### config.mk
export PLATFORM = sky130hd
export DESIGN_NAME = matrix_axis_max_reduction_flat
export DESIGN_NICKNAME = d
export VERILOG_FILES = /design/src/rtl/mxr_pkg.sv /design/src/rtl/mxr_if.sv /design/src/rtl/matrix_axis_max_reduction.sv /design/src/rtl/mxr_front.sv /design/src/rtl/mxr_queue.sv /design/src/rtl/mxr_back.sv /design/src/flat_wrapper.sv
export SDC_FILE = /design/constraint.sdc
export NUM_CORES = 2
export LEC_CHECK = 0
export BUFFER_PORTS_ARGS = -buffer_cell sky130_fd_sc_hd__buf_4
export CAP_MARGIN = 20
export CORE_MARGIN = 2
export CORE_UTILIZATION = 40
export DETAILED_ROUTE_END_ITERATION = 16
export PLACE_DENSITY_LB_ADDON = 0.1
export REMOVE_ABC_BUFFERS = 1
export SYNTH_ARGS = -nofsm -noshare
export SYNTH_HDL_FRONTEND = slang
export SYNTH_SLANG_ARGS = --single-unit
### constraint.sdc
create_clock -name clk -period 6.4 [get_ports clk]
set_input_delay 0.64 -clock clk [delete_from_list [all_inputs] [get_ports clk]]
set_output_delay 0.64 -clock clk [all_outputs]
set_load 0.01 [all_outputs]
### src/rtl/mxr_pkg.sv
// ----------------------------------------------------------------------------
// mxr_pkg
// Shared constants, types and helpers of the matrix max reduction block.
// ----------------------------------------------------------------------------
package mxr_pkg;

    localparam int MAX_COLS   = 64;
    localparam int DATA_WIDTH = 32;
    localparam int VAL_W      = (DATA_WIDTH < 32) ? DATA_WIDTH : 32;
    localparam int ELEM_W     = 32;
    localparam int OUT_W      = 32;
    localparam int COL_W      = (MAX_COLS > 1) ? $clog2(MAX_COLS) : 1;
    localparam int CNT_W      = $clog2(MAX_COLS + 1);
    localparam int ROW_W      = 16;
    localparam int MODE_W     = 2;
    localparam int COLREG_W   = 7;
    localparam int CFG_IDX_W  = 2;
    localparam int CFG_DATA_W = 16;
    localparam int QDEPTH     = 4;
    localparam int QPTR_W     = $clog2(QDEPTH);

    localparam logic [MODE_W-1:0] MODE_COL = 2'd1;
    localparam logic [MODE_W-1:0] MODE_ROW = 2'd2;

    typedef enum logic [CFG_IDX_W-1:0] {
        REG_MODE = 2'd0,
        REG_ROWS = 2'd1,
        REG_COLS = 2'd2
    } reg_idx_t;

    typedef enum logic [1:0] {
        OP_WHOLE,
        OP_COL,
        OP_ROW
    } op_t;

    typedef enum logic [1:0] {
        BK_RUN,
        BK_DRAIN_RD,
        BK_DRAIN_OUT
    } back_state_t;

    typedef struct packed {
        op_t              op;
        logic             seed;
        logic             emit;
        logic             drain;
        logic             last;
        logic [COL_W-1:0] col;
        logic [ROW_W-1:0] group;
        logic [VAL_W-1:0] value;
    } entry_t;

    function automatic logic [OUT_W-1:0] extend_out(input logic signed [VAL_W-1:0] v);
        return OUT_W'(v);
    endfunction

endpackage

### src/rtl/mxr_if.sv
// ----------------------------------------------------------------------------
// Channel interfaces
// Element, result and configuration channels with valid/ready handshake.
// ----------------------------------------------------------------------------
interface mxr_elem_if;
    logic                      valid;
    logic                      ready;
    logic [mxr_pkg::ELEM_W-1:0] element_value;

    modport source (output valid, output element_value, input ready);
    modport sink   (input valid, input element_value, output ready);
endinterface

interface mxr_result_if;
    logic                      valid;
    logic                      ready;
    logic [mxr_pkg::OUT_W-1:0] max_value;
    logic [mxr_pkg::ROW_W-1:0] group_index;
    logic                      last_of_run;

    modport source (output valid, output max_value, output group_index,
                    output last_of_run, input ready);
    modport sink   (input valid, input max_value, input group_index,
                    input last_of_run, output ready);
endinterface

interface mxr_cfg_if;
    logic                           valid;
    logic                           ready;
    logic [mxr_pkg::CFG_IDX_W-1:0]  index;
    logic [mxr_pkg::CFG_DATA_W-1:0] data;

    modport source (output valid, output index, output data, input ready);
    modport sink   (input valid, input index, input data, output ready);
endinterface

### src/rtl/matrix_axis_max_reduction.sv
// ----------------------------------------------------------------------------
// matrix_axis_max_reduction
// Streaming maximum of a row-major matrix over the whole matrix, per column
// or per row.
// ----------------------------------------------------------------------------
// Elements are accepted at one per cycle in all modes while the queue has
// room; each passes a 4-entry queue and one compare stage, so the element
// closing a group is registered in a queue slot, the compare stage and the
// result register. Row and whole-matrix results come straight from the
// compare stage and stall it only while the result register is full. In
// column mode the last element of the matrix drains the column store: per
// column, a registered read of the store, then a result register load that
// waits on backpressure, while the back end pops nothing and the queue takes
// at most four more elements before element.ready drops. Any write to a
// defined register restarts the matrix at element (0,0); the column store
// needs no clearing after reset: row 0 of a run writes all the drain reads.
// ----------------------------------------------------------------------------
module matrix_axis_max_reduction (
    input  logic         clk,
    input  logic         rst_n,
    mxr_cfg_if.sink      cfg,
    mxr_elem_if.sink     element,
    mxr_result_if.source result
);

    mxr_pkg::entry_t f2q_entry;
    logic            f2q_valid;
    logic            f2q_ready;
    mxr_pkg::entry_t q2b_entry;
    logic            q2b_valid;
    logic            q2b_ready;

    mxr_front u_front (
        .clk        (clk),
        .rst_n      (rst_n),
        .cfg        (cfg),
        .element    (element),
        .push_entry (f2q_entry),
        .push_valid (f2q_valid),
        .push_ready (f2q_ready)
    );

    mxr_queue u_queue (
        .clk       (clk),
        .rst_n     (rst_n),
        .in_entry  (f2q_entry),
        .in_valid  (f2q_valid),
        .in_ready  (f2q_ready),
        .out_entry (q2b_entry),
        .out_valid (q2b_valid),
        .out_ready (q2b_ready)
    );

    mxr_back u_back (
        .clk       (clk),
        .rst_n     (rst_n),
        .pop_entry (q2b_entry),
        .pop_valid (q2b_valid),
        .pop_ready (q2b_ready),
        .result    (result)
    );

endmodule

### src/rtl/mxr_front.sv
// ----------------------------------------------------------------------------
// mxr_front
// Holds configuration and matrix position; tags each element for the back end.
// ----------------------------------------------------------------------------
module mxr_front (
    input  logic              clk,
    input  logic              rst_n,
    mxr_cfg_if.sink           cfg,
    mxr_elem_if.sink          element,
    output mxr_pkg::entry_t   push_entry,
    output logic              push_valid,
    input  logic              push_ready
);

    logic [mxr_pkg::MODE_W-1:0]   mode_reg,      mode_next;
    logic [mxr_pkg::ROW_W-1:0]    row_total_reg, row_total_next;
    logic [mxr_pkg::COLREG_W-1:0] col_total_reg, col_total_next;
    logic [mxr_pkg::COL_W-1:0]    col_pos_reg,   col_pos_next;
    logic [mxr_pkg::ROW_W-1:0]    row_pos_reg,   row_pos_next;

    logic [mxr_pkg::CNT_W-1:0]    cols_eff;
    logic [mxr_pkg::ROW_W-1:0]    rows_eff;
    logic [mxr_pkg::COL_W-1:0]    col_cur;
    logic                         last_col;
    logic                         last_row;
    logic                         accept;
    logic                         cfg_hit;
    mxr_pkg::op_t                 op;

    assign cfg.ready     = 1'b1;
    assign element.ready = push_ready;
    assign push_valid    = element.valid;
    assign accept        = element.valid && push_ready;

    always_comb
    begin
        if (col_total_reg == '0)
            cols_eff = mxr_pkg::CNT_W'(1);
        else if (32'(col_total_reg) > mxr_pkg::MAX_COLS)
            cols_eff = mxr_pkg::CNT_W'(mxr_pkg::MAX_COLS);
        else
            cols_eff = mxr_pkg::CNT_W'(col_total_reg);
    end

    assign rows_eff = (row_total_reg == '0) ? mxr_pkg::ROW_W'(1) : row_total_reg;

    assign col_cur  = (mxr_pkg::CNT_W'(col_pos_reg) >= cols_eff)
                    ? mxr_pkg::COL_W'(cols_eff - mxr_pkg::CNT_W'(1)) : col_pos_reg;
    assign last_col = ((mxr_pkg::CNT_W+1)'(col_pos_reg) + (mxr_pkg::CNT_W+1)'(1))
                      >= (mxr_pkg::CNT_W+1)'(cols_eff);
    assign last_row = ((mxr_pkg::ROW_W+1)'(row_pos_reg) + (mxr_pkg::ROW_W+1)'(1))
                      >= (mxr_pkg::ROW_W+1)'(rows_eff);

    always_comb
    begin
        if (mode_reg == mxr_pkg::MODE_COL)
            op = mxr_pkg::OP_COL;
        else if (mode_reg == mxr_pkg::MODE_ROW)
            op = mxr_pkg::OP_ROW;
        else
            op = mxr_pkg::OP_WHOLE;
    end

    always_comb
    begin
        push_entry       = '0;
        push_entry.op    = op;
        push_entry.col   = col_cur;
        push_entry.value = element.element_value[mxr_pkg::VAL_W-1:0];
        unique case (op)
            mxr_pkg::OP_COL:
            begin
                push_entry.seed  = (row_pos_reg == '0);
                push_entry.drain = last_col && last_row;
            end
            mxr_pkg::OP_ROW:
            begin
                push_entry.seed  = (col_pos_reg == '0);
                push_entry.emit  = last_col;
                push_entry.last  = last_row;
                push_entry.group = row_pos_reg;
            end
            default:
            begin
                push_entry.seed  = (row_pos_reg == '0) && (col_pos_reg == '0);
                push_entry.emit  = last_col && last_row;
                push_entry.last  = 1'b1;
            end
        endcase
    end

    always_comb
    begin
        mode_next      = mode_reg;
        row_total_next = row_total_reg;
        col_total_next = col_total_reg;
        cfg_hit        = 1'b0;
        if (cfg.valid)
        begin
            unique case (cfg.index)
                mxr_pkg::REG_MODE:
                begin
                    mode_next = cfg.data[mxr_pkg::MODE_W-1:0];
                    cfg_hit   = 1'b1;
                end
                mxr_pkg::REG_ROWS:
                begin
                    row_total_next = cfg.data[mxr_pkg::ROW_W-1:0];
                    cfg_hit        = 1'b1;
                end
                mxr_pkg::REG_COLS:
                begin
                    col_total_next = cfg.data[mxr_pkg::COLREG_W-1:0];
                    cfg_hit        = 1'b1;
                end
                default:
                begin
                    cfg_hit = 1'b0;
                end
            endcase
        end
    end

    always_comb
    begin
        col_pos_next = col_pos_reg;
        row_pos_next = row_pos_reg;
        if (cfg_hit)
        begin
            col_pos_next = '0;
            row_pos_next = '0;
        end
        else if (accept)
        begin
            if (last_col)
            begin
                col_pos_next = '0;
                row_pos_next = last_row ? '0 : row_pos_reg + mxr_pkg::ROW_W'(1);
            end
            else
            begin
                col_pos_next = col_cur + mxr_pkg::COL_W'(1);
            end
        end
    end

    always_ff @(posedge clk or negedge rst_n)
    begin
        if (!rst_n)
        begin
            mode_reg      <= '0;
            row_total_reg <= mxr_pkg::ROW_W'(1);
            col_total_reg <= mxr_pkg::COLREG_W'(1);
            col_pos_reg   <= '0;
            row_pos_reg   <= '0;
        end
        else
        begin
            mode_reg      <= mode_next;
            row_total_reg <= row_total_next;
            col_total_reg <= col_total_next;
            col_pos_reg   <= col_pos_next;
            row_pos_reg   <= row_pos_next;
        end
    end

endmodule

### src/rtl/mxr_queue.sv
// ----------------------------------------------------------------------------
// mxr_queue
// Short FIFO of tagged elements between the front and back ends.
// ----------------------------------------------------------------------------
module mxr_queue (
    input  logic            clk,
    input  logic            rst_n,
    input  mxr_pkg::entry_t in_entry,
    input  logic            in_valid,
    output logic            in_ready,
    output mxr_pkg::entry_t out_entry,
    output logic            out_valid,
    input  logic            out_ready
);

    mxr_pkg::entry_t          slot_reg [mxr_pkg::QDEPTH];
    logic [mxr_pkg::QPTR_W-1:0] wr_ptr_reg, wr_ptr_next;
    logic [mxr_pkg::QPTR_W-1:0] rd_ptr_reg, rd_ptr_next;
    logic [mxr_pkg::QPTR_W:0]   count_reg,  count_next;
    logic                       push;
    logic                       pop;

    assign in_ready  = (count_reg != (mxr_pkg::QPTR_W+1)'(mxr_pkg::QDEPTH));
    assign out_valid = (count_reg != '0);
    assign out_entry = slot_reg[rd_ptr_reg];
    assign push      = in_valid && in_ready;
    assign pop       = out_valid && out_ready;

    always_comb
    begin
        wr_ptr_next = push ? wr_ptr_reg + mxr_pkg::QPTR_W'(1) : wr_ptr_reg;
        rd_ptr_next = pop  ? rd_ptr_reg + mxr_pkg::QPTR_W'(1) : rd_ptr_reg;
        count_next  = count_reg;
        if (push && !pop)
            count_next = count_reg + (mxr_pkg::QPTR_W+1)'(1);
        else if (pop && !push)
            count_next = count_reg - (mxr_pkg::QPTR_W+1)'(1);
    end

    always_ff @(posedge clk)
    begin
        if (push)
            slot_reg[wr_ptr_reg] <= in_entry;
    end

    always_ff @(posedge clk or negedge rst_n)
    begin
        if (!rst_n)
        begin
            wr_ptr_reg <= '0;
            rd_ptr_reg <= '0;
            count_reg  <= '0;
        end
        else
        begin
            wr_ptr_reg <= wr_ptr_next;
            rd_ptr_reg <= rd_ptr_next;
            count_reg  <= count_next;
        end
    end

endmodule

### src/rtl/mxr_back.sv
// ----------------------------------------------------------------------------
// mxr_back
// Running and per-column maxima, column drain and the result register.
// ----------------------------------------------------------------------------
module mxr_back (
    input  logic            clk,
    input  logic            rst_n,
    input  mxr_pkg::entry_t pop_entry,
    input  logic            pop_valid,
    output logic            pop_ready,
    mxr_result_if.source    result
);

    mxr_pkg::back_state_t state_reg, state_next;

    logic signed [mxr_pkg::VAL_W-1:0] col_store [mxr_pkg::MAX_COLS];
    logic signed [mxr_pkg::VAL_W-1:0] rd_data_reg;

    mxr_pkg::entry_t                  s1_entry_reg;
    logic                             s1_valid_reg;
    logic signed [mxr_pkg::VAL_W-1:0] running_max_reg;
    logic                             last_wr_valid_reg;
    logic [mxr_pkg::COL_W-1:0]        last_wr_addr_reg;
    logic signed [mxr_pkg::VAL_W-1:0] last_wr_data_reg;
    logic [mxr_pkg::COL_W-1:0]        drain_idx_reg;
    logic [mxr_pkg::COL_W-1:0]        drain_last_reg;
    logic                             out_valid_reg;
    logic [mxr_pkg::OUT_W-1:0]        out_value_reg, out_value_next;
    logic [mxr_pkg::ROW_W-1:0]        out_group_reg, out_group_next;
    logic                             out_last_reg,  out_last_next;

    logic signed [mxr_pkg::VAL_W-1:0] s1_value;
    logic signed [mxr_pkg::VAL_W-1:0] col_old;
    logic signed [mxr_pkg::VAL_W-1:0] col_new;
    logic signed [mxr_pkg::VAL_W-1:0] row_new;
    logic                             out_free;
    logic                             s1_fire;
    logic                             pop;
    logic                             mem_we;
    logic                             mem_re;
    logic [mxr_pkg::COL_W-1:0]        mem_raddr;
    logic                             drain_start;
    logic                             drain_load;
    logic                             drain_done;
    logic                             out_load;

    assign s1_value = s1_entry_reg.value;
    assign out_free = !out_valid_reg || result.ready;

    assign col_old = (last_wr_valid_reg && (last_wr_addr_reg == s1_entry_reg.col))
                   ? last_wr_data_reg : rd_data_reg;
    assign col_new = (s1_entry_reg.seed || (s1_value > col_old)) ? s1_value : col_old;
    assign row_new = (s1_entry_reg.seed || (s1_value > running_max_reg))
                   ? s1_value : running_max_reg;

    assign s1_fire     = s1_valid_reg && (state_reg == mxr_pkg::BK_RUN)
                         && (!s1_entry_reg.emit || out_free);
    assign drain_start = s1_fire && s1_entry_reg.drain;
    assign pop_ready   = (state_reg == mxr_pkg::BK_RUN)
                         && (!s1_valid_reg || s1_fire) && !drain_start;
    assign pop         = pop_valid && pop_ready;
    assign drain_load  = (state_reg == mxr_pkg::BK_DRAIN_OUT) && out_free;
    assign drain_done  = (drain_idx_reg == drain_last_reg);

    assign mem_we    = s1_fire && (s1_entry_reg.op == mxr_pkg::OP_COL);
    assign mem_re    = pop || (state_reg == mxr_pkg::BK_DRAIN_RD);
    assign mem_raddr = (state_reg == mxr_pkg::BK_DRAIN_RD) ? drain_idx_reg : pop_entry.col;

    // next state
    always_comb
    begin
        state_next = state_reg;
        unique case (state_reg)
            mxr_pkg::BK_RUN:
            begin
                if (drain_start)
                    state_next = mxr_pkg::BK_DRAIN_RD;
            end
            mxr_pkg::BK_DRAIN_RD:
            begin
                state_next = mxr_pkg::BK_DRAIN_OUT;
            end
            mxr_pkg::BK_DRAIN_OUT:
            begin
                if (out_free)
                    state_next = drain_done ? mxr_pkg::BK_RUN : mxr_pkg::BK_DRAIN_RD;
            end
            default:
            begin
                state_next = mxr_pkg::BK_RUN;
            end
        endcase
    end

    // result register load
    always_comb
    begin
        out_load       = 1'b0;
        out_value_next = out_value_reg;
        out_group_next = out_group_reg;
        out_last_next  = out_last_reg;
        unique case (state_reg)
            mxr_pkg::BK_RUN:
            begin
                if (s1_fire && s1_entry_reg.emit)
                begin
                    out_load       = 1'b1;
                    out_value_next = mxr_pkg::extend_out(row_new);
                    out_group_next = s1_entry_reg.group;
                    out_last_next  = s1_entry_reg.last;
                end
            end
            mxr_pkg::BK_DRAIN_OUT:
            begin
                if (drain_load)
                begin
                    out_load       = 1'b1;
                    out_value_next = mxr_pkg::extend_out(rd_data_reg);
                    out_group_next = mxr_pkg::ROW_W'(drain_idx_reg);
                    out_last_next  = drain_done;
                end
            end
            default:
            begin
                out_load = 1'b0;
            end
        endcase
    end

    assign result.valid       = out_valid_reg;
    assign result.max_value   = out_value_reg;
    assign result.group_index = out_group_reg;
    assign result.last_of_run = out_last_reg;

    always_ff @(posedge clk)
    begin
        if (mem_we)
            col_store[s1_entry_reg.col] <= col_new;
        if (mem_re)
            rd_data_reg <= col_store[mem_raddr];
    end

    always_ff @(posedge clk)
    begin
        if (pop)
            s1_entry_reg <= pop_entry;
        if (s1_fire && (s1_entry_reg.op != mxr_pkg::OP_COL))
            running_max_reg <= row_new;
        if (mem_we)
        begin
            last_wr_addr_reg <= s1_entry_reg.col;
            last_wr_data_reg <= col_new;
        end
        if (drain_start)
        begin
            drain_idx_reg  <= '0;
            drain_last_reg <= s1_entry_reg.col;
        end
        else if (drain_load && !drain_done)
        begin
            drain_idx_reg <= drain_idx_reg + mxr_pkg::COL_W'(1);
        end
        if (out_load)
        begin
            out_value_reg <= out_value_next;
            out_group_reg <= out_group_next;
            out_last_reg  <= out_last_next;
        end
    end

    always_ff @(posedge clk or negedge rst_n)
    begin
        if (!rst_n)
        begin
            state_reg         <= mxr_pkg::BK_RUN;
            s1_valid_reg      <= 1'b0;
            last_wr_valid_reg <= 1'b0;
            out_valid_reg     <= 1'b0;
        end
        else
        begin
            state_reg <= state_next;
            if (pop)
                s1_valid_reg <= 1'b1;
            else if (s1_fire)
                s1_valid_reg <= 1'b0;
            if (mem_we)
                last_wr_valid_reg <= 1'b1;
            if (out_load)
                out_valid_reg <= 1'b1;
            else if (result.ready)
                out_valid_reg <= 1'b0;
        end
    end

endmodule

### src/flat_wrapper.sv
// flat-port wrapper written by rule: the top's interface ports become plain ports
module matrix_axis_max_reduction_flat 
  (clk, rst_n, cfg_valid, cfg_index, cfg_data, cfg_ready, element_valid, element_element_value, element_ready, result_valid, result_max_value, result_group_index, result_last_of_run, result_ready);
  mxr_cfg_if cfg_i ();
  mxr_elem_if element_i ();
  mxr_result_if result_i ();
  input  logic clk;
  input  logic rst_n;
  input wire logic [$bits(cfg_i.valid)-1:0] cfg_valid;
  input wire logic [$bits(cfg_i.index)-1:0] cfg_index;
  input wire logic [$bits(cfg_i.data)-1:0] cfg_data;
  output wire logic [$bits(cfg_i.ready)-1:0] cfg_ready;
  input wire logic [$bits(element_i.valid)-1:0] element_valid;
  input wire logic [$bits(element_i.element_value)-1:0] element_element_value;
  output wire logic [$bits(element_i.ready)-1:0] element_ready;
  output wire logic [$bits(result_i.valid)-1:0] result_valid;
  output wire logic [$bits(result_i.max_value)-1:0] result_max_value;
  output wire logic [$bits(result_i.group_index)-1:0] result_group_index;
  output wire logic [$bits(result_i.last_of_run)-1:0] result_last_of_run;
  input wire logic [$bits(result_i.ready)-1:0] result_ready;
  assign cfg_i.valid = cfg_valid;
  assign cfg_i.index = cfg_index;
  assign cfg_i.data = cfg_data;
  assign cfg_ready = cfg_i.ready;
  assign element_i.valid = element_valid;
  assign element_i.element_value = element_element_value;
  assign element_ready = element_i.ready;
  assign result_valid = result_i.valid;
  assign result_max_value = result_i.max_value;
  assign result_group_index = result_i.group_index;
  assign result_last_of_run = result_i.last_of_run;
  assign result_i.ready = result_ready;
  matrix_axis_max_reduction u_core (.clk(clk), .rst_n(rst_n), .cfg(cfg_i), .element(element_i), .result(result_i));
endmodule
# After elaboration in Yosys (flattened, before gate mapping)
# Memory sizes are Yosys's and may differ from the RTL's. A register that Yosys moved wholly into a read port is not among the register bits.
# Cells that the tools add are included.
# Widths: inputs -> output; s select.
# classes
addsub,10
n_lt_le_gt_ge,6
n_eq_ne,17
muxes,50
n_reduce_logical,50
# ops
operator,count
$mux 32,5
$mux 16,8
$gt 32x32->1,2
$pmux 32 s2,1
$logic_not 16->1,2
$pmux 16 s2,1
$mux 6,5
$add 16x1->17 const B,1
$ge 17x16->1,1
$logic_and 1x1->1,17
$add 16x1->16 const B,1
$mux 1,16
$mux 7,2
$add 6x1->6 const B,2
$eq 6x6->1,2
$reduce_bool 2->1,6
$eq 2x1->1 const B,5
$pmux 1 s2,5
$reduce_and 2->1,5
$eq 2x2->1 const B,4
$mux 2,4
$add 6x1->7 const B,1
$ge 6x7->1,1
$ge 7x7->1,1
18 further kinds,35
# totals
ff_bits,250
mem_bits_rw,2288
in_bits,55
mem_count,2
# memory_table
memory,words,width,rd,rd_ports_with_merged_regs,wr,line,text
u_core.u_back.col_store,64,32,1,1,1,mxr_back.sv:16,logic signed [mxr_pkg::VAL_W-1:0] col_store [mxr_pkg::MAX_COLS];
u_core.u_queue.slot_reg,4,60,1,0,1,mxr_queue.sv:16,mxr_pkg::entry_t slot_reg [mxr_pkg::QDEPTH];

# Depth between registers and ports, before layout
# depth
depth_word,11
mapped_depth,18

# Cells and area by module
# From an unflattened synthesis, not the netlist that was laid out.
# hier_totals
hier_cells,6363
hier_area_um2,102857.4
# by_module_without_submodules
module,instances,cells_per_inst,area_each_um2,seq_area_each_um2
mxr_back,1,5590,89846.2,68260.5
mxr_queue,1,349,9137.5,7382.1
mxr_front,1,424,3873.7,1178.6

# Worst setup path after synthesis
# Ideal clock, no wire load.
# synth_timing
path_type,flip-flop to flip-flop
start,reg u_core.u_back.s1_entry_reg[53] in the netlist's numbering
end,mem u_core.u_back.col_store[0][11] in the netlist's numbering (data pin)
t_arrival_ns,6.045
path_slack_ns,-0.214
path_stages_with_launch,17
path_buffers,4
synth_period_minus_slack_ns,6.614
path_cell_list,edfxtp_1 > clkbuf_1 > xor2_1 > nor4_1 > clkbuf_1 > mux2i_1 > ha_1 > a21o_1 > a21o_1 > a21oi_1 > o21ai_0 > a211oi_1 > a21o_1 > a31o_2 > clkbuf_1 > clkbuf_1 > mux2i_1
# synth_via
elab_chain_len,6
# synth_rtl
element,line,text
start: declaration,mxr_back.sv:19,mxr_pkg::entry_t s1_entry_reg;
start signal: assignment,mxr_back.sv:146,s1_entry_reg <= pop_entry;
$eq 6x6->1 *,mxr_back.sv:50,assign col_old = (last_wr_valid_reg && (last_wr_addr_reg == s1_entry_reg.col))
$logic_and 1x1->1 *,mxr_back.sv:50,
$mux 32 *,mxr_back.sv:51,? last_wr_data_reg : rd_data_reg;
$gt 32x32->1,mxr_back.sv:52,assign col_new = (s1_entry_reg.seed || (s1_value > col_old)) ? s1_value : col_old;
$logic_or 1x1->1,mxr_back.sv:52,
$mux 32 *,mxr_back.sv:52,
"named net u_core.u_back.col_new, one bit",mxr_back.sv:34,logic signed [mxr_pkg::VAL_W-1:0] col_new;
end: declaration,mxr_back.sv:16,
# The timed path passes the listed nets; every way through them passes the cells marked *.

# Final worst setup path
# layout_timing
start,reg u_core.u_back.s1_entry_reg[51] in the netlist's numbering
end,mem u_core.u_back.col_store[30][19] in the netlist's numbering (data pin)
# The elaborated chain is that of the path after synthesis.

==> impl_results.md <==
* Root Buffer: sky130_fd_sc_hd__clkbuf_16
* Maximum clock path buffer count at 4
* Gate count after technology mapping at between 7000 and 8000
* Number of placed instances, taps included at 10500
* Clock slew at the register clock pins of the worst setup and hold paths at 0.06 ns
* Largest fanout of any net on the critical path at 48
* Via count of the first global-routing pass at ~63000
* Share of the cycle needed by the critical path after routing at 85.5%
* Commonest cells after routing, fill and taps aside: sky130_fd_sc_hd__edfxtp_1 (2505), sky130_fd_sc_hd__nand2_1 (1637), sky130_fd_sc_hd__nand3_1 (568)
* Post-layout instance count excluding filler cells at 11100
* Leading cell type in the layout, fill and taps excluded: sky130_fd_sc_hd__edfxtp_1
* Mapped Avg Cell Area at about 15 um^2
* Post-synthesis instance area at between 100000 and 150000 um^2
* CP required at 7.01 ns
* Via count at roughly 64000
* CP endpoint kind: flop
* First-pass GRT wire length at 478000 um
* Prevailing post-synth register cell: sky130_fd_sc_hd__edfxtp_1
* Path category of the worst min-delay check: primary input to flop
* Area of combinational cells with multiple inputs at 25200 um^2
* Post-layout util at 46.7%
* DP Wirelength at 200000 um
* Placeable core area at 257000 um^2
* Layout cells sized above 1 at 15.0%
* Number of nets at the end of the flow at between 7000 and 8000
* Worst Path Class, Setup: flop to flop
* Clock tree skew after final layout at ~0.052 ns
* Detailed-route wire length per cell at roughly 30 um
* Worst slew margin relative to its limit at 14.6%
* Filler cells at 22600
* GRT Total Usage at 25.6%
* Critical path data arrival time at 6.08 ns
* Footprint of the flip-flops and latches at around 77000 um^2
* Number of hold violations in the final report at 0
* Synth async-reset ratio at 2.30%
* Min Clock Period, post-route at 5.47 ns
* Initial drt markers at 7424
* Chip Height at roughly 500 um
* Register area share after synthesis at roughly 74%
* Ports at between 100 and 150
* Detail Route Antenna Nets at 0
* Drt via density at 5.79
* FP Rows at 186
* Count of cell types in the netlist at 75
* Register bit count reported by yosys at ~2600
* Pre-antenna DRT Iters at 8
* Number of synthesis warnings at 0
* TritonCTS Buffers at 295
* Maximum number of pins on one net before global-route repair at 85
* Area added between synthesis and finish at 16.0%
* Initial cell density of the core at 40.3%
* Clock tree from TritonCTS: built
* Die X-Extent at roughly 510 um
* Count of input and output buffers at 105
* Sum of negative setup slack at 0 ns
* Insertion delay to the later sink of the worst-skew pair at approximately 0.93 ns
* Post-Layout Inst Area at 120000 um^2
* Slew Limit Fails at 0
* Grt total ovfl at 0
* Number of max-cap violations at 0
* Status: completed
* Number of levels in the clock H-tree at 5
* Number of endpoints failing setup at the final stage at 0
* Number of antenna violations at the first check in global routing at 31
* Crit path launch type: flop
* Weighted congestion reported at the end of routability-driven placement at 0.842
* Number of sinks on the clock net at 2570
* Flip-flop count of the largest register, all copies and words added at 2048
* Achievable clock frequency at 0.183 GHz
* RSZ-0062 raised after global routing: false
* Number of synthesized flops with an enable pin at 2505
* Number of DRC violations after detailed routing at 0
* Transition at the pin with the smallest max-transition slack at 1.28 ns
* Area of the die at 263000 um^2
* Final Routed Wirelength at between 300000 and 400000 um
* Total cell area at the placement stage at 111000 um^2
## cell families (layout without fill, tap and decap cells)
family / Yosys count / count (layout) / share of synthesized area, %
AO/OA/AOI/OAI: 803 / 803 / 5.39
adder cells (fa/ha/maj): 108 / 108 / 1.31
XOR/XNOR: 46 / 46 / 0.389
flip-flops: 2570 / 2570 / 74.3
other: 1 / 16 / 0.00362
multiplexers: 380 / 380 / 4.99
buffers and inverters: 533 / 1071 / 2.45
AND/OR/NAND/NOR: 2674 / 2674 / 11.2
## routing by layer
| metal | vias up | part of all wire (%) | global-route usage, % |
|---|---|---|---|
| met2 | 2580 | 47 | 40.9 |
| met5 | - | 0.013 | 0 |
| met4 | 6 | 3.7 | 8.95 |
| met3 | 584 | 7.5 | 4.52 |
| met1 | 33200 | 42 | 35.1 |
| li1 | 27600 | - | - |
## worst max-delay path, stage by stage (launching register included)
cell and delay (ns):
sky130_fd_sc_hd__edfxtp_1 0.54, sky130_fd_sc_hd__xnor2_1 0.23, sky130_fd_sc_hd__nand4_1 0.14, sky130_fd_sc_hd__nor4_2 0.37, sky130_fd_sc_hd__buf_12 0.31, sky130_fd_sc_hd__mux2i_1 0.36, sky130_fd_sc_hd__ha_1 0.31, sky130_fd_sc_hd__a21o_1 0.17
sky130_fd_sc_hd__a21o_1 0.18, sky130_fd_sc_hd__a21oi_1 0.31, sky130_fd_sc_hd__o21ai_0 0.16, sky130_fd_sc_hd__a211oi_1 0.32, sky130_fd_sc_hd__a21o_1 0.17, sky130_fd_sc_hd__a31o_4 0.45, sky130_fd_sc_hd__buf_12 0.26, sky130_fd_sc_hd__mux2i_4 0.27
sky130_fd_sc_hd__buf_4 0.53
## stage by stage
stage               hold WS, ns  setup WS (ns)
detailed placement        0.495           1.01
global placement          0.474           1.00
floorplan                 0.344         -11.57
finish                   0.0749          0.926
CTS                      0.0161          0.969
global route             0.0964          0.669
## path summary, 6_finish.rpt
check                                                from                               to  slack (ns)  cells after the start
max                        u_core.u_back.s1_entry_reg[51]  u_core.u_back.col_store[30][19]        0.93                     16
min in group asynchronous                           rst_n  u_core.u_front.row_total_reg[8]        0.35                      2
max in group asynchronous                           rst_n     u_core.u_queue.rd_ptr_reg[0]        5.38                      2
min                                          cfg_index[0]       u_core.u_front.mode_reg[1]        0.07                      3
min reg2reg                   u_core.u_queue.count_reg[2]      u_core.u_queue.count_reg[2]        0.51                      1
max reg2reg                u_core.u_back.s1_entry_reg[51]  u_core.u_back.col_store[30][19]        0.93                     16
## cells in the mapped netlist, types with 7 or more instances
| cell | number | area, um^2 |
|---|---|---|
| sky130_fd_sc_hd__a21oi_1 | 193 | 966 |
| sky130_fd_sc_hd__and2_1 | 31 | 194 |
| sky130_fd_sc_hd__o21ai_0 | 41 | 205 |
| sky130_fd_sc_hd__buf_1 | 60 | 225 |
| sky130_fd_sc_hd__a32o_1 | 19 | 190 |
| sky130_fd_sc_hd__nand2_1 | 1643 | 6170 |
| sky130_fd_sc_hd__buf_2 | 162 | 811 |
| sky130_fd_sc_hd__nor3_1 | 49 | 245 |
| sky130_fd_sc_hd__nor2b_1 | 15 | 93.8 |
| sky130_fd_sc_hd__a311oi_1 | 71 | 622 |
| sky130_fd_sc_hd__xor2_1 | 21 | 184 |
| sky130_fd_sc_hd__o211ai_1 | 10 | 75.1 |
| sky130_fd_sc_hd__mux2i_1 | 205 | 2050 |
| sky130_fd_sc_hd__nor2_1 | 125 | 469 |
| sky130_fd_sc_hd__a31o_2 | 7 | 61.3 |
| sky130_fd_sc_hd__buf_4 | 53 | 398 |
| sky130_fd_sc_hd__a21boi_0 | 12 | 90.1 |
| sky130_fd_sc_hd__a21o_1 | 26 | 195 |
| sky130_fd_sc_hd__nand4_1 | 44 | 275 |
| sky130_fd_sc_hd__nand3_1 | 568 | 2840 |
| sky130_fd_sc_hd__edfxtp_1 | 2505 | 75200 |
| sky130_fd_sc_hd__ha_1 | 107 | 1340 |
| sky130_fd_sc_hd__clkbuf_1 | 143 | 537 |
| sky130_fd_sc_hd__a32oi_1 | 71 | 622 |
| sky130_fd_sc_hd__o22ai_1 | 19 | 119 |
| sky130_fd_sc_hd__a221oi_1 | 10 | 87.6 |
| sky130_fd_sc_hd__xnor2_1 | 25 | 219 |
| sky130_fd_sc_hd__nor4_1 | 23 | 144 |
| sky130_fd_sc_hd__a211oi_1 | 67 | 503 |
| sky130_fd_sc_hd__buf_6 | 18 | 203 |
| sky130_fd_sc_hd__dfrtp_1 | 57 | 1430 |
| sky130_fd_sc_hd__a2111oi_0 | 25 | 219 |
| sky130_fd_sc_hd__mux2_2 | 74 | 833 |
| sky130_fd_sc_hd__nand3b_1 | 8 | 60.1 |
| sky130_fd_sc_hd__inv_1 | 94 | 353 |
| sky130_fd_sc_hd__a31oi_1 | 155 | 970 |
| sky130_fd_sc_hd__or4_1 | 13 | 97.6 |
| sky130_fd_sc_hd__o221ai_1 | 28 | 245 |
| sky130_fd_sc_hd__and3_1 | 128 | 801 |
| sky130_fd_sc_hd__mux4_2 | 101 | 2270 |
## area by class of cell
type,count,share of cell area [%]
Antenna cell,15,0.0313
Timing Repair Buffer,479,3.69
Tap cell,3384,3.53
Clock inverter,141,0.957
Clock buffer,354,6.43
Sequential cell,2570,64.0
Multi-Input combinational cell,4012,21.0
Inverter,97,0.303
## repair_timing
action,in CTS,in global routing
hold buffers,49,0
endpoints found under the hold margin,210,0
buffers inserted,0,0
gates resized for setup,0,0
Power is not shown: default switching activity piles up to over one toggle a cycle in this logic, so the estimate is an artifact.
